<file path="src/design/gcw_pkg.sv">
// ---------------------------------------------------------------------------
// gcw_pkg
// Shared types, constants and the 5x7 font for the GLCD text character writer.
// ---------------------------------------------------------------------------
package gcw_pkg;

  localparam int TEXT_ROWS_DEF = 8;
  localparam int CFG_ADDR_W    = 4;
  localparam int CFG_DATA_W    = 32;
  localparam int QUEUE_DEPTH   = 2;
  localparam int QPTR_W        = $clog2(QUEUE_DEPTH);
  localparam int QCNT_W        = $clog2(QUEUE_DEPTH + 1);

  localparam int CELLS_PER_ROW = 20;
  localparam int HALF_CELLS    = 10;
  localparam int CELL_WIDTH    = 6;
  localparam int LEFT_OFFSET   = 4;

  localparam logic [7:0] PAGE_CMD   = 8'hB8;
  localparam logic [7:0] COL_CMD    = 8'h40;
  localparam logic [7:0] CURSOR_BIT = 8'h80;
  localparam logic [7:0] BLANK_BYTE = 8'h00;

  localparam logic [1:0] CS_LEFT  = 2'b01;
  localparam logic [1:0] CS_RIGHT = 2'b10;
  localparam logic [1:0] CS_BOTH  = 2'b11;

  typedef enum logic {
    KIND_SET_POS = 1'b0,
    KIND_CHAR    = 1'b1
  } kind_e;

  typedef enum logic [1:0] {
    REG_CURSOR_ENABLE = 2'd0,
    REG_CURSOR_ROW    = 2'd1,
    REG_CURSOR_COLUMN = 2'd2
  } cfg_reg_e;

  typedef struct packed {
    kind_e      kind;
    logic [2:0] row;
    logic [4:0] column;
    logic [7:0] char_code;
  } in_item_t;

  typedef struct packed {
    logic [1:0] chip_select;
    logic       is_data;
    logic [7:0] bus_byte;
    logic       last;
  } out_item_t;

  typedef struct packed {
    logic       cursor_enable;
    logic [2:0] cursor_row;
    logic [4:0] cursor_column;
  } cfg_t;

  typedef logic [0:4][7:0] glyph_t;

  typedef struct packed {
    logic       is_char;
    logic [1:0] chip_select;
    logic [7:0] page_cmd;
    logic [7:0] col_cmd;
    glyph_t     glyph;
  } cmd_t;

  function automatic glyph_t font_glyph(input logic [7:0] code);
    glyph_t g;
    unique case (code)
      8'h20: g = 40'h00_00_00_00_00;
      8'h21: g = 40'h00_00_4f_00_00;
      8'h22: g = 40'h00_07_00_07_00;
      8'h23: g = 40'h14_7f_14_7f_14;
      8'h24: g = 40'h24_2a_7f_2a_12;
      8'h25: g = 40'h23_13_08_64_62;
      8'h26: g = 40'h36_49_55_22_50;
      8'h27: g = 40'h00_05_03_00_00;
      8'h28: g = 40'h00_1c_22_41_00;
      8'h29: g = 40'h00_41_22_1c_00;
      8'h2a: g = 40'h14_08_3e_08_14;
      8'h2b: g = 40'h08_08_3e_08_08;
      8'h2c: g = 40'h00_50_30_00_00;
      8'h2d: g = 40'h08_08_08_08_08;
      8'h2e: g = 40'h00_60_60_00_00;
      8'h2f: g = 40'h20_10_08_04_02;
      8'h30: g = 40'h3e_51_49_45_3e;
      8'h31: g = 40'h00_42_7f_40_00;
      8'h32: g = 40'h42_61_51_49_46;
      8'h33: g = 40'h21_41_45_4b_31;
      8'h34: g = 40'h18_14_12_7f_10;
      8'h35: g = 40'h27_45_45_45_39;
      8'h36: g = 40'h3c_4a_49_49_30;
      8'h37: g = 40'h01_71_09_05_03;
      8'h38: g = 40'h36_49_49_49_36;
      8'h39: g = 40'h06_49_49_29_1e;
      8'h3a: g = 40'h00_36_36_00_00;
      8'h3b: g = 40'h00_56_36_00_00;
      8'h3c: g = 40'h08_14_22_41_00;
      8'h3d: g = 40'h14_14_14_14_14;
      8'h3e: g = 40'h00_41_22_14_08;
      8'h3f: g = 40'h02_01_51_09_06;
      8'h40: g = 40'h32_49_79_41_3e;
      8'h41: g = 40'h7e_11_11_11_7e;
      8'h42: g = 40'h7f_49_49_49_36;
      8'h43: g = 40'h3e_41_41_41_22;
      8'h44: g = 40'h7f_41_41_22_1c;
      8'h45: g = 40'h7f_49_49_49_41;
      8'h46: g = 40'h7f_09_09_09_01;
      8'h47: g = 40'h3e_41_49_49_7a;
      8'h48: g = 40'h7f_08_08_08_7f;
      8'h49: g = 40'h00_41_7f_41_00;
      8'h4a: g = 40'h20_40_41_3f_01;
      8'h4b: g = 40'h7f_08_14_22_41;
      8'h4c: g = 40'h7f_40_40_40_40;
      8'h4d: g = 40'h7f_02_0c_02_7f;
      8'h4e: g = 40'h7f_04_08_10_7f;
      8'h4f: g = 40'h3e_41_41_41_3e;
      8'h50: g = 40'h7f_09_09_09_06;
      8'h51: g = 40'h3e_41_51_21_5e;
      8'h52: g = 40'h7f_09_19_29_46;
      8'h53: g = 40'h26_49_49_49_32;
      8'h54: g = 40'h01_01_7f_01_01;
      8'h55: g = 40'h3f_40_40_40_3f;
      8'h56: g = 40'h1f_20_40_20_1f;
      8'h57: g = 40'h3f_40_38_40_3f;
      8'h58: g = 40'h63_14_08_14_63;
      8'h59: g = 40'h07_08_70_08_07;
      8'h5a: g = 40'h61_51_49_45_43;
      8'h5b: g = 40'h00_7f_41_41_00;
      8'h5c: g = 40'h02_04_08_10_20;
      8'h5d: g = 40'h00_41_41_7f_00;
      8'h5e: g = 40'h04_02_01_02_04;
      8'h5f: g = 40'h40_40_40_40_40;
      8'h60: g = 40'h00_01_02_04_00;
      8'h61: g = 40'h20_54_54_54_78;
      8'h62: g = 40'h7f_48_44_44_38;
      8'h63: g = 40'h38_44_44_44_20;
      8'h64: g = 40'h38_44_44_48_7f;
      8'h65: g = 40'h38_54_54_54_18;
      8'h66: g = 40'h08_7e_09_01_02;
      8'h67: g = 40'h0c_52_52_52_3e;
      8'h68: g = 40'h7f_08_04_04_78;
      8'h69: g = 40'h00_04_7d_00_00;
      8'h6a: g = 40'h20_40_44_3d_00;
      8'h6b: g = 40'h7f_10_28_44_00;
      8'h6c: g = 40'h00_41_7f_40_00;
      8'h6d: g = 40'h7c_04_18_04_7c;
      8'h6e: g = 40'h7c_08_04_04_78;
      8'h6f: g = 40'h38_44_44_44_38;
      8'h70: g = 40'h7c_14_14_14_08;
      8'h71: g = 40'h08_14_14_18_7c;
      8'h72: g = 40'h7c_08_04_04_08;
      8'h73: g = 40'h48_54_54_54_20;
      8'h74: g = 40'h04_3f_44_40_20;
      8'h75: g = 40'h3c_40_40_20_7c;
      8'h76: g = 40'h1c_20_40_20_1c;
      8'h77: g = 40'h3c_40_30_40_3c;
      8'h78: g = 40'h44_28_10_28_44;
      8'h79: g = 40'h0c_50_50_50_3c;
      8'h7a: g = 40'h44_64_54_4c_44;
      8'h7b: g = 40'h00_08_36_41_00;
      8'h7c: g = 40'h00_00_77_00_00;
      8'h7d: g = 40'h00_41_36_08_00;
      8'h7e: g = 40'h08_04_08_10_08;
      default: g = '0;
    endcase
    return g;
  endfunction

endpackage

</file>
<file path="src/design/gcw_queue.sv">
// ---------------------------------------------------------------------------
// gcw_queue
// Short command queue between the front and the back.
// ---------------------------------------------------------------------------
module gcw_queue (
  input  logic          clk_i,
  input  logic          rst_ni,
  input  logic          push_i,
  input  gcw_pkg::cmd_t cmd_i,
  output logic          full_o,
  input  logic          pop_i,
  output logic          valid_o,
  output gcw_pkg::cmd_t cmd_o
);

  gcw_pkg::cmd_t                 mem_q [gcw_pkg::QUEUE_DEPTH];
  logic [gcw_pkg::QPTR_W-1:0]    wr_ptr_q, wr_ptr_d;
  logic [gcw_pkg::QPTR_W-1:0]    rd_ptr_q, rd_ptr_d;
  logic [gcw_pkg::QCNT_W-1:0]    count_q, count_d;
  logic                          do_push;
  logic                          do_pop;

  function automatic logic [gcw_pkg::QPTR_W-1:0] ptr_next(
    input logic [gcw_pkg::QPTR_W-1:0] p
  );
    return (p == gcw_pkg::QPTR_W'(gcw_pkg::QUEUE_DEPTH - 1)) ? '0 : p + 1'b1;
  endfunction

  assign full_o  = (count_q == gcw_pkg::QCNT_W'(gcw_pkg::QUEUE_DEPTH));
  assign valid_o = (count_q != '0);
  assign cmd_o   = mem_q[rd_ptr_q];
  assign do_push = push_i && !full_o;
  assign do_pop  = pop_i && valid_o;

  always_comb begin
    wr_ptr_d = do_push ? ptr_next(wr_ptr_q) : wr_ptr_q;
    rd_ptr_d = do_pop ? ptr_next(rd_ptr_q) : rd_ptr_q;
    count_d  = count_q;
    if (do_push && !do_pop) begin
      count_d = count_q + 1'b1;
    end else if (do_pop && !do_push) begin
      count_d = count_q - 1'b1;
    end
  end

  always_ff @(posedge clk_i or negedge rst_ni) begin
    if (!rst_ni) begin
      wr_ptr_q <= '0;
      rd_ptr_q <= '0;
      count_q  <= '0;
    end else begin
      wr_ptr_q <= wr_ptr_d;
      rd_ptr_q <= rd_ptr_d;
      count_q  <= count_d;
    end
  end

  always_ff @(posedge clk_i) begin
    if (do_push) begin
      mem_q[wr_ptr_q] <= cmd_i;
    end
  end

endmodule

</file>
<file path="config.mk">
export PLATFORM = sky130hd
export DESIGN_NAME = gcw_queue
export DESIGN_NICKNAME = d
export VERILOG_FILES = /design/src/design/gcw_pkg.sv /design/src/design/gcw_queue.sv
export SDC_FILE = /design/constraint.sdc
export NUM_CORES = 1
export LEC_CHECK = 0
export BUFFER_PORTS_ARGS = -buffer_cell sky130_fd_sc_hd__buf_4
export CORE_MARGIN = 2
export CORE_UTILIZATION = 56
export DETAILED_ROUTE_END_ITERATION = 10
export HOLD_SLACK_MARGIN = 0.02
export PLACE_DENSITY = 0.87
export SLEW_MARGIN = 0
export SYNTH_ARGS = -nofsm -noshare
export SYNTH_HDL_FRONTEND = slang
export SYNTH_SLANG_ARGS = --single-unit
</file>
<file path="constraint.sdc">
create_clock -name clk_i -period 10.3 [get_ports clk_i]
set_input_delay 0 -clock clk_i [delete_from_list [all_inputs] [get_ports clk_i]]
set_output_delay 0 -clock clk_i [all_outputs]
set_load 0.005 [all_outputs]
</file>
==> key figures <==
Layout
  • Fraction of layout cells with a size suffix above 1: 0.522
  • Area growth from synthesis to layout: 44.3%
  • Most frequent cells in the layout: buf_4, edfxtp_1, dlygate4sd3_1, mux2_4, clkbuf_16
  • Antenna cell count: 0
  • Nets: 467
  • Leading cell type in the layout, fill and taps excluded: buf_4
  • Core Util, Final: 0.836

Clocking
  • TritonCTS buffer count: 17
  • Post-cts sizing count: 0
  • CTS H-tree depth: 4
  • Clock transition at the registers of the reported paths: 60 ps
  • Clk buf depth: 2
  • Clk_lat worst skew: 490 ps
  • CTS tree: built
  • CTS sink cnt: 122
  • Post-CTS setup buffers: 0
  • CTS Root Cell: clkbuf_8
  • Hold-fix buffers at CTS: 63

Global route
  • Pin count of the biggest net entering global routing: 61
  • GRT overflow: 0
  • Initial antenna violation count: 0
  • Vias in the first global route: 2,676
  • GRT Util Overall: 0.206
  • First-pass GRT wire length: 13,300 um

Worst setup path
  • Crit path DAT: 2220 ps
  • R2R cell count: 4
  • Critical path class: flop to primary output
  • Crit start category: flop
  • Worst Setup SP: rd_ptr_q
  • Reg2Reg Setup Slack: 8150 ps
  • Reg2reg end: mem_q[0][45]
  • Worst-path cell chain: mux2_4 > buf_4
  • CP Max Fanout: 60
  • CP peak stage delay: 1150 ps
  • CP max-delay cell: dfrtp_4
  • Critical R2R Launch: count_q[0]
  • Worst EP required: 10,300 ps
  • Setup crit end: cmd_o[23]
  • Crit end category: primary output

Power and ir drop
  • P_leak: 2.80 nW
  • Power per cell area: 266 nW/um^2
  • Max IR drop VDD: 0.153 mV

Min path
  • HP Class: input port to flop

Timing
  • Min Tclk post-route: 2220 ps
  • Final setup violation count: 0
  • Final Cycle Share: 0.215
  • Skew final: 9.99 ps
  • Fin. max-slew vios: 0
  • Final hold vios: 0
  • Setup TNS: 0 ps
  • Unrepaired setup endpoints after global routing: false
  • Maximum clock rate: 0.451 GHz
  • Normalized max-slew margin: 0.244
  • Worst-Margin Slew: 1130 ps

Run
  • Max cap viols: 0

Route
  • Initial DRC Count: 180
  • ANT nets after route: 0
  • Routed WL: 8970 um
  • Pre-antenna DRT Iters: 5
  • Via count: 2,563
  • DRC: 0
  • Routed wire per std cell: 17.2 um
  • Via density: 4.92

Placed design
  • Post-detail-place hpwl: 4820 um
  • Port Buffer Count: 123
  • GPL Wtd Cong: 0.762

Yosys
  • Post-synth cell types: 15
  • Seq/Total Area, Yosys: 0.765
  • Syn avg cell area: 23.5 um^2
  • Synth Warn #: 0
  • Gate Count Post-Synth: 203
  • #FFs+latches synth: 122
  • Synth Cell Area: 4760 um^2
  • Syn_nets: 267

Outcome
  • Run status: complete, no violations

Floorplanning
  • Core area: 8220 um^2
  • Die W: 96.2 um
  • Io pins: 124
  • Starting Density: 0.579
  • Rows: 33
  • Die height: 96.2 um
  • Die ar.: 9260 um^2
stage by stage:
| step | setup slack [ps] | cell area [um^2] | cells | hold slack [ps] | total power (W) |
|---|---|---|---|---|---|
| finish | 8080 | 6870 | 521 | 238 | 0.00182 |
| global route | 7950 | 6870 | 521 | 201 | 0.00192 |
| CTS | 8080 | 6870 | 521 | 204 | 0.00184 |
| detailed placement | 8140 | 5710 | 426 | -199 | 0.00130 |
| global placement | 8200 | 5710 | 426 | -201 | 0.00129 |
| floorplan | 6730 | 4760 | 203 | -296 | 0.00111 |
routing by layer:
metal / GRT usage / share of wire / up-vias
li1: - / - / 1199
met1: 0.240 / 0.37 / 1260
met2: 0.350 / 0.55 / 98
met3: 0.0760 / 0.068 / 6
met4: 0.0762 / 0.0057 / 0
met5: 0 / 0 / -
cell families (layout without fill, tap and decap cells):
| family | count (synthesis) | count (layout) | synth area share |
|---|---|---|---|
| flops | 122 | 122 | 0.765 |
| mux | 59 | 59 | 0.186 |
| buf+inv | 9 | 222 | 0.0292 |
| simple gates | 7 | 7 | 0.00762 |
| xor+xnor | 5 | 5 | 0.00920 |
| fa+ha+maj | 1 | 1 | 0.00263 |
worst max-delay path: cells and delay by family, from the launching register on:
| kind | cells | cell delay (ps) |
|---|---|---|
| buf+inv | 1 | 140 |
| flops | 1 | 1150 |
| mux | 1 | 360 |
worst min path at each step:
stage,from,end,slack (ps),cells after the start
3_3_place_gp,rst_ni,rd_ptr_q,-200,1
4_1_cts,cmd_i[17],mem_q[1][17],200,2
5_1_grt,cmd_i[42],mem_q[1][42],200,2
6_report,cmd_i[42],mem_q[1][42],240,2
3_5_place_dp,rst_ni,count_q[0],-200,1
2_1_floorplan,rst_ni,count_q[0],-300,0
where the power goes:
| part | internal (W) | total (W) | switching, W |
|---|---|---|---|
| sequential | 0.000682 | 0.000779 | 0.0000974 |
| combinational | 0.000353 | 0.000531 | 0.000178 |
| clock | 0.000318 | 0.000515 | 0.000197 |
cells in the mapped netlist, drive strengths merged:
cell      n  share of area
mux2     59           0.19
buf       7          0.028
xnor2     3         0.0055
nand2     2         0.0021
edfxtp  118           0.74
and3      1         0.0013
dfrtp     4          0.021
xor2      2         0.0037
nand2b    1         0.0013
ha        1         0.0026
or2       1         0.0013
nor2      2         0.0016
inv       2         0.0016
layout make-up:
class	instances	area [um^2]
fillers	364	1350
inverters	2	7.51
well taps	105	131
clock inverters	12	103
repair buffers	188	1570
multi-input cells	72	987
clock buffers	20	425
flip-flops and latches	122	3650
state kept, by name (all words and copies together), names as in the netlist:
signal	flops
count_q	2
wr_ptr_q	1
rd_ptr_q	1
mem_q	118
Power figures use the tool's default switching activity.
