File: config.mk
export PLATFORM = sky130hd
export DESIGN_NAME = gcw_back
export DESIGN_NICKNAME = d
export VERILOG_FILES = /design/src/design/gcw_pkg.sv /design/src/design/gcw_back.sv
export SDC_FILE = /design/constraint.sdc
export NUM_CORES = 1
export LEC_CHECK = 0
export BUFFER_PORTS_ARGS = -buffer_cell sky130_fd_sc_hd__buf_2
export CAP_MARGIN = 20
export CORE_AREA = 2 2 67 69
export CTS_BUF_LIST = sky130_fd_sc_hd__clkbuf_4
export CTS_CLUSTER_SIZE = 16
export DETAILED_ROUTE_END_ITERATION = 8
export DIE_AREA = 0 0 69 71
export HOLD_SLACK_MARGIN = 0.03
export PLACE_DENSITY = 0.66
export SLEW_MARGIN = 20
export SYNTH_ARGS = -nofsm -noshare
export SYNTH_HDL_FRONTEND = slang
export SYNTH_SLANG_ARGS = --single-unit
File: constraint.sdc
create_clock -name clk_i -period 2.1 [get_ports clk_i]
set_input_delay 0.42 -clock clk_i [delete_from_list [all_inputs] [get_ports clk_i]]
set_output_delay 0.42 -clock clk_i [all_outputs]
set_load 0.05 [all_outputs]
File: src/design/gcw_pkg.sv
// ---------------------------------------------------------------------------
// gcw_pkg
// Shared types, constants and the 5x7 font for the GLCD text character writer.
// ---------------------------------------------------------------------------
package gcw_pkg;

  localparam int TEXT_ROWS_DEF = 8;
  localparam int CFG_ADDR_W    = 4;
  localparam int CFG_DATA_W    = 32;
  localparam int QUEUE_DEPTH   = 2;
  localparam int QPTR_W        = $clog2(QUEUE_DEPTH);
  localparam int QCNT_W        = $clog2(QUEUE_DEPTH + 1);

  localparam int CELLS_PER_ROW = 20;
  localparam int HALF_CELLS    = 10;
  localparam int CELL_WIDTH    = 6;
  localparam int LEFT_OFFSET   = 4;

  localparam logic [7:0] PAGE_CMD   = 8'hB8;
  localparam logic [7:0] COL_CMD    = 8'h40;
  localparam logic [7:0] CURSOR_BIT = 8'h80;
  localparam logic [7:0] BLANK_BYTE = 8'h00;

  localparam logic [1:0] CS_LEFT  = 2'b01;
  localparam logic [1:0] CS_RIGHT = 2'b10;
  localparam logic [1:0] CS_BOTH  = 2'b11;

  typedef enum logic {
    KIND_SET_POS = 1'b0,
    KIND_CHAR    = 1'b1
  } kind_e;

  typedef enum logic [1:0] {
    REG_CURSOR_ENABLE = 2'd0,
    REG_CURSOR_ROW    = 2'd1,
    REG_CURSOR_COLUMN = 2'd2
  } cfg_reg_e;

  typedef struct packed {
    kind_e      kind;
    logic [2:0] row;
    logic [4:0] column;
    logic [7:0] char_code;
  } in_item_t;

  typedef struct packed {
    logic [1:0] chip_select;
    logic       is_data;
    logic [7:0] bus_byte;
    logic       last;
  } out_item_t;

  typedef struct packed {
    logic       cursor_enable;
    logic [2:0] cursor_row;
    logic [4:0] cursor_column;
  } cfg_t;

  typedef logic [0:4][7:0] glyph_t;

  typedef struct packed {
    logic       is_char;
    logic [1:0] chip_select;
    logic [7:0] page_cmd;
    logic [7:0] col_cmd;
    glyph_t     glyph;
  } cmd_t;

  function automatic glyph_t font_glyph(input logic [7:0] code);
    glyph_t g;
    unique case (code)
      8'h20: g = 40'h00_00_00_00_00;
      8'h21: g = 40'h00_00_4f_00_00;
      8'h22: g = 40'h00_07_00_07_00;
      8'h23: g = 40'h14_7f_14_7f_14;
      8'h24: g = 40'h24_2a_7f_2a_12;
      8'h25: g = 40'h23_13_08_64_62;
      8'h26: g = 40'h36_49_55_22_50;
      8'h27: g = 40'h00_05_03_00_00;
      8'h28: g = 40'h00_1c_22_41_00;
      8'h29: g = 40'h00_41_22_1c_00;
      8'h2a: g = 40'h14_08_3e_08_14;
      8'h2b: g = 40'h08_08_3e_08_08;
      8'h2c: g = 40'h00_50_30_00_00;
      8'h2d: g = 40'h08_08_08_08_08;
      8'h2e: g = 40'h00_60_60_00_00;
      8'h2f: g = 40'h20_10_08_04_02;
      8'h30: g = 40'h3e_51_49_45_3e;
      8'h31: g = 40'h00_42_7f_40_00;
      8'h32: g = 40'h42_61_51_49_46;
      8'h33: g = 40'h21_41_45_4b_31;
      8'h34: g = 40'h18_14_12_7f_10;
      8'h35: g = 40'h27_45_45_45_39;
      8'h36: g = 40'h3c_4a_49_49_30;
      8'h37: g = 40'h01_71_09_05_03;
      8'h38: g = 40'h36_49_49_49_36;
      8'h39: g = 40'h06_49_49_29_1e;
      8'h3a: g = 40'h00_36_36_00_00;
      8'h3b: g = 40'h00_56_36_00_00;
      8'h3c: g = 40'h08_14_22_41_00;
      8'h3d: g = 40'h14_14_14_14_14;
      8'h3e: g = 40'h00_41_22_14_08;
      8'h3f: g = 40'h02_01_51_09_06;
      8'h40: g = 40'h32_49_79_41_3e;
      8'h41: g = 40'h7e_11_11_11_7e;
      8'h42: g = 40'h7f_49_49_49_36;
      8'h43: g = 40'h3e_41_41_41_22;
      8'h44: g = 40'h7f_41_41_22_1c;
      8'h45: g = 40'h7f_49_49_49_41;
      8'h46: g = 40'h7f_09_09_09_01;
      8'h47: g = 40'h3e_41_49_49_7a;
      8'h48: g = 40'h7f_08_08_08_7f;
      8'h49: g = 40'h00_41_7f_41_00;
      8'h4a: g = 40'h20_40_41_3f_01;
      8'h4b: g = 40'h7f_08_14_22_41;
      8'h4c: g = 40'h7f_40_40_40_40;
      8'h4d: g = 40'h7f_02_0c_02_7f;
      8'h4e: g = 40'h7f_04_08_10_7f;
      8'h4f: g = 40'h3e_41_41_41_3e;
      8'h50: g = 40'h7f_09_09_09_06;
      8'h51: g = 40'h3e_41_51_21_5e;
      8'h52: g = 40'h7f_09_19_29_46;
      8'h53: g = 40'h26_49_49_49_32;
      8'h54: g = 40'h01_01_7f_01_01;
      8'h55: g = 40'h3f_40_40_40_3f;
      8'h56: g = 40'h1f_20_40_20_1f;
      8'h57: g = 40'h3f_40_38_40_3f;
      8'h58: g = 40'h63_14_08_14_63;
      8'h59: g = 40'h07_08_70_08_07;
      8'h5a: g = 40'h61_51_49_45_43;
      8'h5b: g = 40'h00_7f_41_41_00;
      8'h5c: g = 40'h02_04_08_10_20;
      8'h5d: g = 40'h00_41_41_7f_00;
      8'h5e: g = 40'h04_02_01_02_04;
      8'h5f: g = 40'h40_40_40_40_40;
      8'h60: g = 40'h00_01_02_04_00;
      8'h61: g = 40'h20_54_54_54_78;
      8'h62: g = 40'h7f_48_44_44_38;
      8'h63: g = 40'h38_44_44_44_20;
      8'h64: g = 40'h38_44_44_48_7f;
      8'h65: g = 40'h38_54_54_54_18;
      8'h66: g = 40'h08_7e_09_01_02;
      8'h67: g = 40'h0c_52_52_52_3e;
      8'h68: g = 40'h7f_08_04_04_78;
      8'h69: g = 40'h00_04_7d_00_00;
      8'h6a: g = 40'h20_40_44_3d_00;
      8'h6b: g = 40'h7f_10_28_44_00;
      8'h6c: g = 40'h00_41_7f_40_00;
      8'h6d: g = 40'h7c_04_18_04_7c;
      8'h6e: g = 40'h7c_08_04_04_78;
      8'h6f: g = 40'h38_44_44_44_38;
      8'h70: g = 40'h7c_14_14_14_08;
      8'h71: g = 40'h08_14_14_18_7c;
      8'h72: g = 40'h7c_08_04_04_08;
      8'h73: g = 40'h48_54_54_54_20;
      8'h74: g = 40'h04_3f_44_40_20;
      8'h75: g = 40'h3c_40_40_20_7c;
      8'h76: g = 40'h1c_20_40_20_1c;
      8'h77: g = 40'h3c_40_30_40_3c;
      8'h78: g = 40'h44_28_10_28_44;
      8'h79: g = 40'h0c_50_50_50_3c;
      8'h7a: g = 40'h44_64_54_4c_44;
      8'h7b: g = 40'h00_08_36_41_00;
      8'h7c: g = 40'h00_00_77_00_00;
      8'h7d: g = 40'h00_41_36_08_00;
      8'h7e: g = 40'h08_04_08_10_08;
      default: g = '0;
    endcase
    return g;
  endfunction

endpackage

File: src/design/gcw_back.sv
// ---------------------------------------------------------------------------
// gcw_back
// Steps through the bus writes of the command at the head of the queue.
// ---------------------------------------------------------------------------
module gcw_back (
  input  logic               clk_i,
  input  logic               rst_ni,
  input  logic               q_valid_i,
  input  gcw_pkg::cmd_t      cmd_i,
  output logic               pop_o,
  output logic               out_valid_o,
  input  logic               out_ready_i,
  output gcw_pkg::out_item_t out_item_o
);

  localparam logic [2:0] STEP_PAGE        = 3'd0;
  localparam logic [2:0] STEP_COLUMN      = 3'd1;
  localparam logic [2:0] STEP_FIRST_GLYPH = 3'd2;
  localparam logic [2:0] STEP_BLANK       = 3'd7;

  logic [2:0]         step_q, step_d;
  logic               out_valid_q, out_valid_d;
  gcw_pkg::out_item_t out_item_q;
  gcw_pkg::out_item_t write_item;
  logic               advance;
  logic               last_step;
  logic [2:0]         glyph_idx;

  assign advance   = q_valid_i && (!out_valid_q || out_ready_i);
  assign last_step = (step_q == STEP_BLANK) || (step_q == STEP_COLUMN && !cmd_i.is_char);
  assign pop_o     = advance && last_step;
  assign glyph_idx = 3'(step_q - STEP_FIRST_GLYPH);

  always_comb begin
    write_item.chip_select = cmd_i.chip_select;
    write_item.is_data     = 1'b1;
    write_item.bus_byte    = gcw_pkg::BLANK_BYTE;
    write_item.last        = 1'b0;
    case (step_q)
      STEP_PAGE: begin
        write_item.chip_select = gcw_pkg::CS_BOTH;
        write_item.is_data     = 1'b0;
        write_item.bus_byte    = cmd_i.page_cmd;
      end
      STEP_COLUMN: begin
        write_item.is_data  = 1'b0;
        write_item.bus_byte = cmd_i.col_cmd;
        write_item.last     = !cmd_i.is_char;
      end
      STEP_BLANK: begin
        write_item.last = 1'b1;
      end
      default: begin
        write_item.bus_byte = cmd_i.glyph[glyph_idx];
      end
    endcase
  end

  always_comb begin
    step_d      = step_q;
    out_valid_d = out_valid_q;
    if (advance) begin
      step_d      = last_step ? STEP_PAGE : step_q + 3'd1;
      out_valid_d = 1'b1;
    end else if (out_ready_i) begin
      out_valid_d = 1'b0;
    end
  end

  always_ff @(posedge clk_i or negedge rst_ni) begin
    if (!rst_ni) begin
      step_q      <= STEP_PAGE;
      out_valid_q <= 1'b0;
    end else begin
      step_q      <= step_d;
      out_valid_q <= out_valid_d;
    end
  end

  always_ff @(posedge clk_i) begin
    if (advance) begin
      out_item_q <= write_item;
    end
  end

  assign out_valid_o = out_valid_q;
  assign out_item_o  = out_item_q;

endmodule

==> results.txt, run 1 <==
The run finished with clean final reports. For the initial core utilization, the log shows 0.292. The critical path goes through buf_6, ha_2, ha_1, o21ba_4, nor2_4, buf_6.

The synthesized-area fraction occupied by and/or/nand/nor cells came out at 0.147. The pin count of the biggest net entering global routing came out at 13. Buffers inserted during clock tree synthesis total 3. For the global routing usage summed across all routing layers, the log shows 0.142. Global routing finished with a remaining overflow of 0. For this design the total switching power over the nets is 0.00103 W. In this run the tool buffered the top-level ports with 76 buffer cells. The first global-routing pass estimated 5.51 mm of wire. The maximum fanout encountered on the critical timing path is 2.

Max-cap violations in this run came to 0. In this design, the critical path's most frequently occurring cell is sky130_fd_sc_hd__buf_6. For this design the top-level I/O count stands at 77.

Sorting the synthesized cells by how often they occur yields sky130_fd_sc_hd__mux2_2, sky130_fd_sc_hd__edfxtp_1, sky130_fd_sc_hd__nand2_1. Counting distinct cell types in the post-synthesis netlist gives 29. The most used flip-flop cell after synthesis is sky130_fd_sc_hd__edfxtp_1.

Leaving out filler cells and counting taps, the final layout contains 243. The repair_antennas step left the layout with diodes totalling 0. The post-synthesis cell area is 0.00123 mm^2, and the overall die width is 69 um.

Dividing the detail-routed wire length by the instance count gives 14.2 um. The power share of the combinational group is 0.687. The tools report the count of antenna-violating nets left after detailed routing as 0.

Number of placement rows: 24. The delay contributed by the slowest stage of the critical path works out to 0.40 ns. Counting flops with a built-in enable in the synthesized netlist gives 12.

Data arrives at the worst endpoint at 1.60 ns. Setup violations remaining at the end of the flow were counted as 0. The synthesized area divided by synthesized cell count is 11.0 um^2. The mux contribution to synthesized area came out at 0.147.

The worst path in the final design needs a cycle of 2.02 ns, including I/O delays and setup. The post-synthesis compound-gate area fraction is 0.220, and the ratio of routed vias to standard cells is 4.99. Clock transition at the registers of the reported paths: 0.10 ns. The area share of the largest cell type after synthesis was 0.294. The switching part of the total power is 0.461.

Final cycle utilization of the critical path: 0.961. Setup repair after global routing left no endpoint under its margin. The worst ir drop on vdd was 0.394 mV.

In this run the worst hold path is classified as in2reg. Synthesized-area fraction occupied by adder cells: 0.0510. The biggest area consumer among synthesized cells was sky130_fd_sc_hd__edfxtp_1. Clock latency on the worst-skew pair, taken at its later pin, is 0.29 ns.

Most numerous cell in the Yosys netlist: sky130_fd_sc_hd__mux2_2. The tools report the number of slew-limit violations in the final report as 0. The xor/xnor share of the synthesized area is 0. The maximum operating frequency is 0.495 GHz. The logs give 0.00490 mm^2 for the die footprint and 0 for the number of DRC violations after detailed routing. For the pin with the worst max-slew slack, the measured transition is 0.531 ns. The proportion of layout cells with a drive suffix above 1 works out to 0.607. For the normalized max-slew margin, the log shows 0.645. The proportion of power drawn by the clock network was 0.076; the synthesized netlist net count was 180.

The share of flip-flops with an asynchronous set or reset is 0.250, and the final instance area is 0.00171 mm^2. The proportion of synthesized chip area in sequential cells is 0.375. During synthesis, Yosys emitted a total of 0 warnings. Maximum level of the CTS H-tree: 1. Number of DRC violations after detailed-routing iteration 0: 52.

The static leakage is 0.771 nW, and the design internal power is 0.00121 W. For the clock sink total, the log shows 16. The number of instances in the synthesized netlist was 112; the overall via count from detail_route was 1212. After floorplanning, the core was sized to cover 0.00420 mm^2. Counting flops and latches in the post-synthesis netlist gives 16.

The initial antenna violation count was 0; the placed cell area was 0.00165 mm^2. Among all stages on the critical path, the largest delay is contributed by sky130_fd_sc_hd__dfrtp_1. By startpoint and endpoint, the worst setup path is classified as reg2out. For the power share of the sequential group, the log shows 0.236. STA classifies the critical path endpoint as an output port. Vertical die dimension: 71 um. Detailed placement finished with a half-perimeter wire length of 2.85 mm.

The tree is rooted in a sky130_fd_sc_hd__clkbuf_4. The clock skew came out at 0.00111 ns. After synthesis, the largest family of logic cells by area is compound AO/OA/AOI/OAI gates. In this run the deepest clock path goes through 2 buffers. For the hold violation count in the final report, the log shows 0.

The design draws 0.00224 W. STA puts the critical path data required time at 1.68 ns. The number of global-route vias before repair is 1186, and the total power density per cell area is 1310 mW/mm^2. The total iterations of the first detailed-routing run came out at 4.

The congestion estimate from routability-driven global placement came to 0.806. The worst setup path is launched from a flip-flop. From synthesis to final layout, the design area changed by 39.7%. The net total in the final layout is 260. Summed over all layers, the routed wires come to 3.44 mm.

The number of placed instances, taps included, is 237. TritonCTS built the clock tree. The setup total negative slack is 0 ns. In the post-synthesis netlist, the biggest area contributors are sky130_fd_sc_hd__edfxtp_1, sky130_fd_sc_hd__mux2_2, sky130_fd_sc_hd__dfrtp_1, sky130_fd_sc_hd__a22o_2, sky130_fd_sc_hd__ha_1.
placed cells by master (no fill, tap or decap):
cell,n
sky130_fd_sc_hd__a21oi_1,2
sky130_fd_sc_hd__a22o_1,1
sky130_fd_sc_hd__a22o_2,7
sky130_fd_sc_hd__a22oi_1,8
sky130_fd_sc_hd__and2_2,1
sky130_fd_sc_hd__buf_2,75
sky130_fd_sc_hd__buf_4,3
sky130_fd_sc_hd__buf_6,2
sky130_fd_sc_hd__clkbuf_4,3
sky130_fd_sc_hd__clkinv_1,1
sky130_fd_sc_hd__dfrtp_1,3
sky130_fd_sc_hd__dfrtp_2,1
sky130_fd_sc_hd__dlygate4sd3_1,1
sky130_fd_sc_hd__edfxtp_1,12
sky130_fd_sc_hd__ha_1,3
sky130_fd_sc_hd__ha_2,2
sky130_fd_sc_hd__inv_1,4
sky130_fd_sc_hd__inv_2,1
sky130_fd_sc_hd__mux2_2,16
sky130_fd_sc_hd__nand2_1,11
sky130_fd_sc_hd__nand2_2,1
sky130_fd_sc_hd__nand2b_1,5
sky130_fd_sc_hd__nand3_1,3
sky130_fd_sc_hd__nand4_1,8
sky130_fd_sc_hd__nor2_4,1
sky130_fd_sc_hd__nor2b_1,1
sky130_fd_sc_hd__nor3b_4,1
sky130_fd_sc_hd__o211ai_1,8
sky130_fd_sc_hd__o21ba_4,1
sky130_fd_sc_hd__o21bai_1,2
sky130_fd_sc_hd__o21bai_4,1
sky130_fd_sc_hd__o2bb2ai_1,2
critical path, delay by kind of cell (launching register included):
family          cells  cell delay [ns]
flops               1             0.40
buf+inv             2             0.27
simple gates        1             0.04
fa+ha+maj           2             0.37
compound gates      1             0.24
routing by layer:
metal,wire (um),GRT usage
met1,1360,0.175
met3,221,0.0299
met4,80,0.0632
met5,0,0
met2,1780,0.238
final timing paths:
check / startpoint / end / slack, ns / cells after the start
min in group asynchronous: rst_ni / out_valid_o / 0.46 / 2
worst min-delay path: cmd_i[56] / out_item_o[10] / 0.38 / 2
max in group asynchronous: rst_ni / step_q[0] / 1.51 / 2
worst min register to register: out_valid_o / out_valid_o / 0.63 / 2
worst max register to register: step_q[1] / out_item_o[6] / 0.23 / 5
worst max-delay path: step_q[1] / pop_o / 0.08 / 6
cell families (layout without fill, tap and decap cells):
group,after synthesis,in the layout
and+or+nand+nor,32,32
DFF,16,16
buffers and inverters,11,90
AOI/OAI and AO/OA,32,32
adders and majority gates,5,5
muxes,16,16
sequential cells by signal, summed over array words and instances, names as in the netlist:
name and cells:
out_item_o 12, out_valid_o 1, step_q 3
through the flow:
step | hold WS, ns | worst slack, ns | util
2_1_floorplan | 0.124 | 0.0728 | -
3_3_place_gp | 0.234 | 0.199 | 0.392
3_5_place_dp | 0.234 | 0.183 | 0.392
4_1_cts | 0.378 | 0.0154 | 0.405
5_1_grt | 0.396 | 0.00450 | 0.408
6_report | 0.381 | 0.0814 | 0.408
what timing repair did:
action	CTS	global route
setup endpoints to repair	1	2
hold buffers	1	0
setup buffers	0	1
resized for setup	5	2
endpoints found under the hold margin	4	0
power groups by stage:
| stage | sequential, W | clock, W | combinational, W |
|---|---|---|---|
| after floorplan | 0.000787 | 0 | 0.000990 |
| after global routing | 0.000540 | 0.000183 | 0.00167 |
| final | 0.000529 | 0.000171 | 0.00154 |
| after detailed placement | 0.000535 | 0 | 0.00150 |
| after global placement | 0.000539 | 0 | 0.00148 |
| after CTS | 0.000530 | 0.000170 | 0.00153 |
layout make-up:
| type | count | area [um^2] |
|---|---|---|
| clock buffers | 3 | 22.5 |
| clock inverters | 1 | 3.75 |
| fillers | 431 | 2490 |
| inverters | 5 | 18.8 |
| multi-input cells | 85 | 712 |
| flip-flops and latches | 16 | 462 |
| well taps | 52 | 65.1 |
| repair buffers | 81 | 430 |
Power figures use the tool's default switching activity.
==> inputs of run 2 (changes only) <==
Settings changed: CORE_AREA 2 2 67 69 to 2 2 58 81, DIE_AREA 0 0 69 71 to 0 0 60 83, PLACE_DENSITY 0.66 to 0.65, REMOVE_ABC_BUFFERS from default to 1.
==> run 2 against run 1 <==
  * Combinational power hardly changed
  * Clock power is 16% higher
  * Cell area is 0.80% higher
  * Sequential power hardly changed
  * Cell count is 4.5% higher
  * Register-to-register slack worse by 0.06 ns
  * Non-clock buffer count is 3 higher
  * First-iteration DRC count is 29% lower
  * Via count is 0.50% higher
  * Flip-flop and latch count stayed put
  * Critical endpoint unchanged
  * Largest cell class unchanged
  * Fmax is 0.70% higher
  * Count of clock-buffer cells in the layout is 1 higher
==> results.txt, run 2 (synthesis gave the netlist of run 1 again) <==
In this run the static leakage power is 0.786 nW. The first global-routing pass estimated 5.64 mm of wire. The clock skew was 0.0178 ns; the final critical path time including I/O delays and setup was 2.00 ns. The arrival time of data at the critical path endpoint was 1.58 ns.

TritonCTS built the clock tree. The total area inside the core boundary comes to 0.00424 mm^2. The global routing usage summed across all routing layers was 0.149. After clock tree synthesis, the clock-pin slew on the worst setup and hold paths is 0.09 ns.

Number of slew-limit violations in the final report: 0. The run finished with clean final reports. The proportion of layout cells with a drive suffix above 1 works out to 0.608. At the pin with the least slew margin, the transition time is 0.546 ns. The number of flip-flops under the largest register name is 12. Once detail routing completed, the nets flagged for antenna violations numbered 0.

The run gives 0.408 as the utilization after layout. The number of global-route vias before repair was 1182. The worst setup path is launched from a flip-flop. The congestion estimate from routability-driven global placement came to 0.830.

The tools report the hold violation count in the final report as 0. In the post-route analysis, the smallest setup slack over all paths is 0.0954 ns. In this run, the number of DRC markers left after iteration 0 of detailed routing was 37. The logs give 254 for the non-filler instance count after layout and 2 for the number of buffers on the longest clock path. The die covers 0.00498 mm^2. The path class of the tightest hold or removal check is in2reg.

The critical path is of the reg2out type. Detailed placement finished with a half-perimeter wire length of 2.92 mm. Static timing analysis puts the maximum clock frequency at 0.499 GHz. The top-level I/O count was 77; the normalized max-slew margin was 0.635. Input and output buffers added on the ports amount to 76. The required arrival time at the worst endpoint came out at 1.68 ns. The run gives 13 as the pin count of the biggest net entering global routing. The logs give 1 for the maximum level of the CTS H-tree and 0 for the total of endpoints with negative setup slack in the final report.

The area growth from synthesis to layout works out to 40.8%. The number of placement rows is 28, and the cell count after placement is 246. The logs give 0 for the number of antenna diodes and 1218 for the overall via count from detail_route.

Clock tree root buffer cell: sky130_fd_sc_hd__clkbuf_4. Along the worst hold path, the cell count comes to 2. Summed over all layers, the routed wires come to 3.58 mm.

The number of DRC violations after detailed routing is 0. The final cycle utilization of the critical path came out at 0.955. In this run the worst path has a maximum fanout of 3. The number of cells traversed by the worst register-to-register path is 5. The initial antenna violation count came out at 0.

The library cell used most frequently in the layout, excluding fill and tap cells, is sky130_fd_sc_hd__buf_2. The worst setup path is captured at an output port. For this run, the detailed router's first-pass iteration total came to 4.

The die is 60 um wide. The tool flagged a number of max-cap violations equal to 0. The tools report the fill cell instance count of the final layout as 444. The floorplan step set the die height to 83 um.

The worst ir drop on vdd was 0.632 mV; the total congestion overflow was 0. Dividing total power by cell area gives a power density of 1330 mW/mm^2. The run gives 0.31 ns as the latest clock arrival within the worst-skew pair. In the layout the commonest cells are sky130_fd_sc_hd__buf_2, sky130_fd_sc_hd__mux2_2, sky130_fd_sc_hd__edfxtp_1, sky130_fd_sc_hd__nand2_1. The post-place setup slack is 0.131 ns, and the ratio of routed vias to standard cells is 4.80.

After the last flow step, the layout net total stands at 263. The tree built by TritonCTS fans out to 16 sinks. The tools report the initial core utilization as 0.290. Counting the buffers created by CTS gives 3. Setup repair after global routing left no endpoint under its margin. The wire length per cell works out to 14.1 um.
run 2: final cells by class:
class                   count  area [um^2]  area share
flip-flops and latches     16          462       0.267
clock buffers               4         30.0      0.0174
well taps                  60         75.1      0.0434
repair buffers             84          449       0.260
inverters                   5         18.8      0.0109
multi-input cells          85          693       0.401
run 2: stage by stage:
stage / instance area [um^2] / hold slack (ns) / power, W / setup TNS, ns
6_report: 1730 / 0.377 / 0.00230 / 0
3_5_place_dp: 1660 / 0.234 / 0.00206 / 0
4_1_cts: 1700 / 0.370 / 0.00226 / 0
3_3_place_gp: 1660 / 0.234 / 0.00205 / 0
2_1_floorplan: 1170 / 0.124 / 0.00167 / -0.324
5_1_grt: 1730 / 0.364 / 0.00246 / 0
run 2: metal layers:
layer,track usage,wire [um],part of all wire,up-vias
li1,-,-,-,600
met1,0.184,1410,0.39,559
met2,0.253,1870,0.52,54
met3,0.0125,231,0.065,5
met4,0.0667,71,0.020,0
met5,0,0,0,-
run 2: final timing paths:
path / start / to / slack [ns]
max: step_q[1] / pop_o / 0.1
min: cmd_i[57] / out_item_o[11] / 0.38
max reg2reg: step_q[2] / out_item_o[7] / 0.17
min reg2reg: out_valid_o / out_valid_o / 0.61
max in group asynchronous: rst_ni / step_q[0] / 1.52
min in group asynchronous: rst_ni / out_valid_o / 0.45
run 2: repair_timing:
item / 4_1_cts / 5_1_grt
hold buffers: 1 / 0
setup buffers: 0 / 3
pin swaps: 0 / 0
endpoints found under the hold margin: 4 / 0
endpoints found under the setup margin: 1 / 9
resized for setup: 2 / 2
run 2: worst max-delay path: stages (launching register included):
cell and delay [ns]:
sky130_fd_sc_hd__dfrtp_1 0.42, sky130_fd_sc_hd__ha_1 0.24, sky130_fd_sc_hd__ha_1 0.19, sky130_fd_sc_hd__o21ba_2 0.24, sky130_fd_sc_hd__nor2_1 0.05, sky130_fd_sc_hd__buf_6 0.15
run 2: where the power goes:
part | internal, W | leakage (nW) | switching [W] | total [W]
clock | 0.0000871 | 0.0184 | 0.000112 | 0.000199
combinational | 0.000663 | 0.605 | 0.000906 | 0.00157
sequential | 0.000488 | 0.163 | 0.0000411 | 0.000529
total | 0.00124 | 0.786 | 0.00106 | 0.00230
==> inputs of run 3 (changes only) <==
Settings changed: CORE_AREA 2 2 58 81 to 2 2 48 68, DIE_AREA 0 0 60 83 to 0 0 50 70, PLACE_DENSITY 0.65 to 0.87.
==> run 3 against run 2 <==
  * Utilization rose by 17 points
  * Flip-flop and latch count did not move
  * Global-route usage rose by 3.9 points
  * Via count rose by 0.57%
  * Fmax fell by 4.1%
  * Clock skew fell by 0.0026 ns
  * Register-to-register slack barely moved
==> results.txt, run 3 (synthesis gave the netlist of run 1 again) <==
In the layout the commonest cells are sky130_fd_sc_hd__buf_2, sky130_fd_sc_hd__mux2_2, sky130_fd_sc_hd__edfxtp_1, sky130_fd_sc_hd__nand2_1. The clock transition at the registers of the reported paths is 0.10 ns, and the clock skew is 0.0152 ns. Die footprint: 0.00350 mm^2. The power share of the sequential group is 0.241.

Design internal power: 0.00123 W. The tools report the global routing usage summed across all routing layers as 0.188. The tools report the power share of the combinational group as 0.677.

The most common cell after layout, fill and taps aside was sky130_fd_sc_hd__buf_2. Number of max-cap violations: 0. Setup repair after global routing could not meet its margin everywhere. The logs give 1 for the maximum level of the CTS H-tree and 3 for the CTS buffer count. During placement, the flow inserted port buffers numbering 76. The wire length per cell is 13.9 um, and the initial antenna violation count is 0.

The category of the worst setup path launch point is a flip-flop. The switching power of the nets is 0.00103 W, and the proportion of layout cells with a drive suffix above 1 is 0.611. For the latest clock arrival within the worst-skew pair, the log shows 0.30 ns. Pin count of the biggest net entering global routing: 13. Counting the fill cells in the layout gives 280. The final cycle utilization of the critical path came out at 0.996.

Clock tree synthesis found a total of 16 sinks. The tools report the area of the core as 0.00297 mm^2. The logs give 0 for the total congestion overflow and 0.478 GHz for the maximum operating frequency.

The clock tree root buffer cell was sky130_fd_sc_hd__clkbuf_4. TritonCTS built the clock tree. The flow ran to the end, and the final reports show no timing, DRC or antenna violations. The wire-length estimate of the detail-placed layout is 2.67 mm.

The post-detailed-routing wire length is 3.23 mm. For the post-route worst setup slack, the log shows 0.00883 ns. The nature of the critical path endpoint is an output port. For the worst setup path, the data required time is 1.68 ns.

Classification of the worst-slack hold path: in2reg. Before CTS, the worst setup slack after placement is 0.138 ns. Compared with the post-synthesis result, the final layout area differs by 38.9%. The run gives 0 as the count of antenna-violating nets left after detailed routing. Setup violations remaining at the end of the flow were counted as 0.

The vertical die dimension is 70 um. The setup total negative slack is 0 ns, and the actual transition at the worst max-transition pin is 0.481 ns. The number of buffers on the longest clock path was 2; the number of flip-flops under the largest register name was 12. Detailed routing inserted a total of 1225 vias. Along the worst path, the maximum fanout reaches 3.

The power consumption was 0.00226 W; the top-level I/O count was 77. The total iterations of the first detailed-routing run was 4. The normalized max-slew margin was 0.679; the overall die width was 50 um. The logs give 0.782 nW for the static leakage and 0 for the number of DRC violations after detailed routing. The proportion of power drawn by the clock network was 0.082; the switching part of the total power was 0.454.

The number of global-route vias before repair came out at 1194. The logs give 0 for the hold violation count in the final report and 0.413 for the initial core utilization. The critical path is of the reg2out type.

VDD sags by at most 0.819 mV. The tools report the number of slew-limit violations in the final report as 0. The number of placement rows was 24; the number of antenna diodes was 0. The congestion estimate from routability-driven global placement came to 0.823.

The arrival time of data at the critical path endpoint was 1.67 ns. The final critical path time including I/O delays and setup came out at 2.09 ns. Net total in the final layout: 262.

The wire length of the first global-routing pass was 5.09 mm; the number of DRC violations after detailed-routing iteration 0 was 53. The ratio of routed vias to standard cells was 5.28; the total power density per cell area was 1320 mW/mm^2.
run 3: changes by cell type in the layout (fill, tap and decap cells not counted):
cell and change:
sky130_fd_sc_hd__ha_1 -2, sky130_fd_sc_hd__ha_2 +2, sky130_fd_sc_hd__buf_4 -1, sky130_fd_sc_hd__o21ba_2 -1, sky130_fd_sc_hd__o21ba_4 +1, sky130_fd_sc_hd__inv_2 -1, sky130_fd_sc_hd__inv_1 +1
run 3: power groups by stage:
stage	sequential, W	clock (W)	combinational, W
2_1_floorplan	0.000806	0	0.000859
3_3_place_gp	0.000544	0	0.00145
3_5_place_dp	0.000550	0	0.00147
4_1_cts	0.000544	0.000190	0.00149
5_1_grt	0.000554	0.000201	0.00166
6_report	0.000544	0.000186	0.00153
run 3: routing by layer:
layer | global-route usage | part of all wire | vias to the layer above
met5 | 0 | 0 | -
met4 | 0.0648 | 0.015 | 0
met3 | 0.0385 | 0.082 | 7
met2 | 0.332 | 0.53 | 61
met1 | 0.219 | 0.37 | 560
li1 | - | - | 597
run 3: metrics by stage:
step,utilization,instance area (um^2),cells,hold WS (ns)
after floorplan,-,1170,106,0.124
after global placement,0.549,1630,225,0.229
after detailed placement,0.549,1630,225,0.231
after CTS,0.568,1690,231,0.395
after global routing,0.574,1710,232,0.410
final,0.574,1710,232,0.401
run 3: final timing paths:
kind                             start              to  slack (ns)  cells after the start
setup / recovery             step_q[1]           pop_o       0.009                      6
hold / removal               cmd_i[56]  out_item_o[10]        0.40                      2
setup reg to reg             step_q[2]   out_item_o[6]        0.17                      5
hold reg to reg            out_valid_o     out_valid_o        0.62                      2
max in group asynchronous       rst_ni       step_q[0]        1.50                      2
min in group asynchronous       rst_ni       step_q[1]        0.45                      2
run 3: worst max-delay path, cell delays in order (launching register included):
cell                      delay (ns)
sky130_fd_sc_hd__dfrtp_1        0.41
sky130_fd_sc_hd__buf_4          0.16
sky130_fd_sc_hd__ha_2           0.20
sky130_fd_sc_hd__ha_1           0.19
sky130_fd_sc_hd__o21ba_4        0.22
sky130_fd_sc_hd__nor2_1         0.05
sky130_fd_sc_hd__buf_6          0.15
run 3: area by class of cell:
class | count | area (um^2) | area share
multi-input combinational | 85 | 704 | 0.413
inverter | 5 | 18.8 | 0.0110
timing repair buffer | 83 | 442 | 0.259
sequential | 16 | 462 | 0.271
tap | 39 | 48.8 | 0.0286
clock buffer | 4 | 30.0 | 0.0176
run 3: timing repair:
item,4_1_cts,5_1_grt
buffers inserted,1,1
endpoints found under the hold margin,4,0
endpoints found under the setup margin,1,2
resized for setup,4,2
pin swaps,0,0
hold buffers,1,0
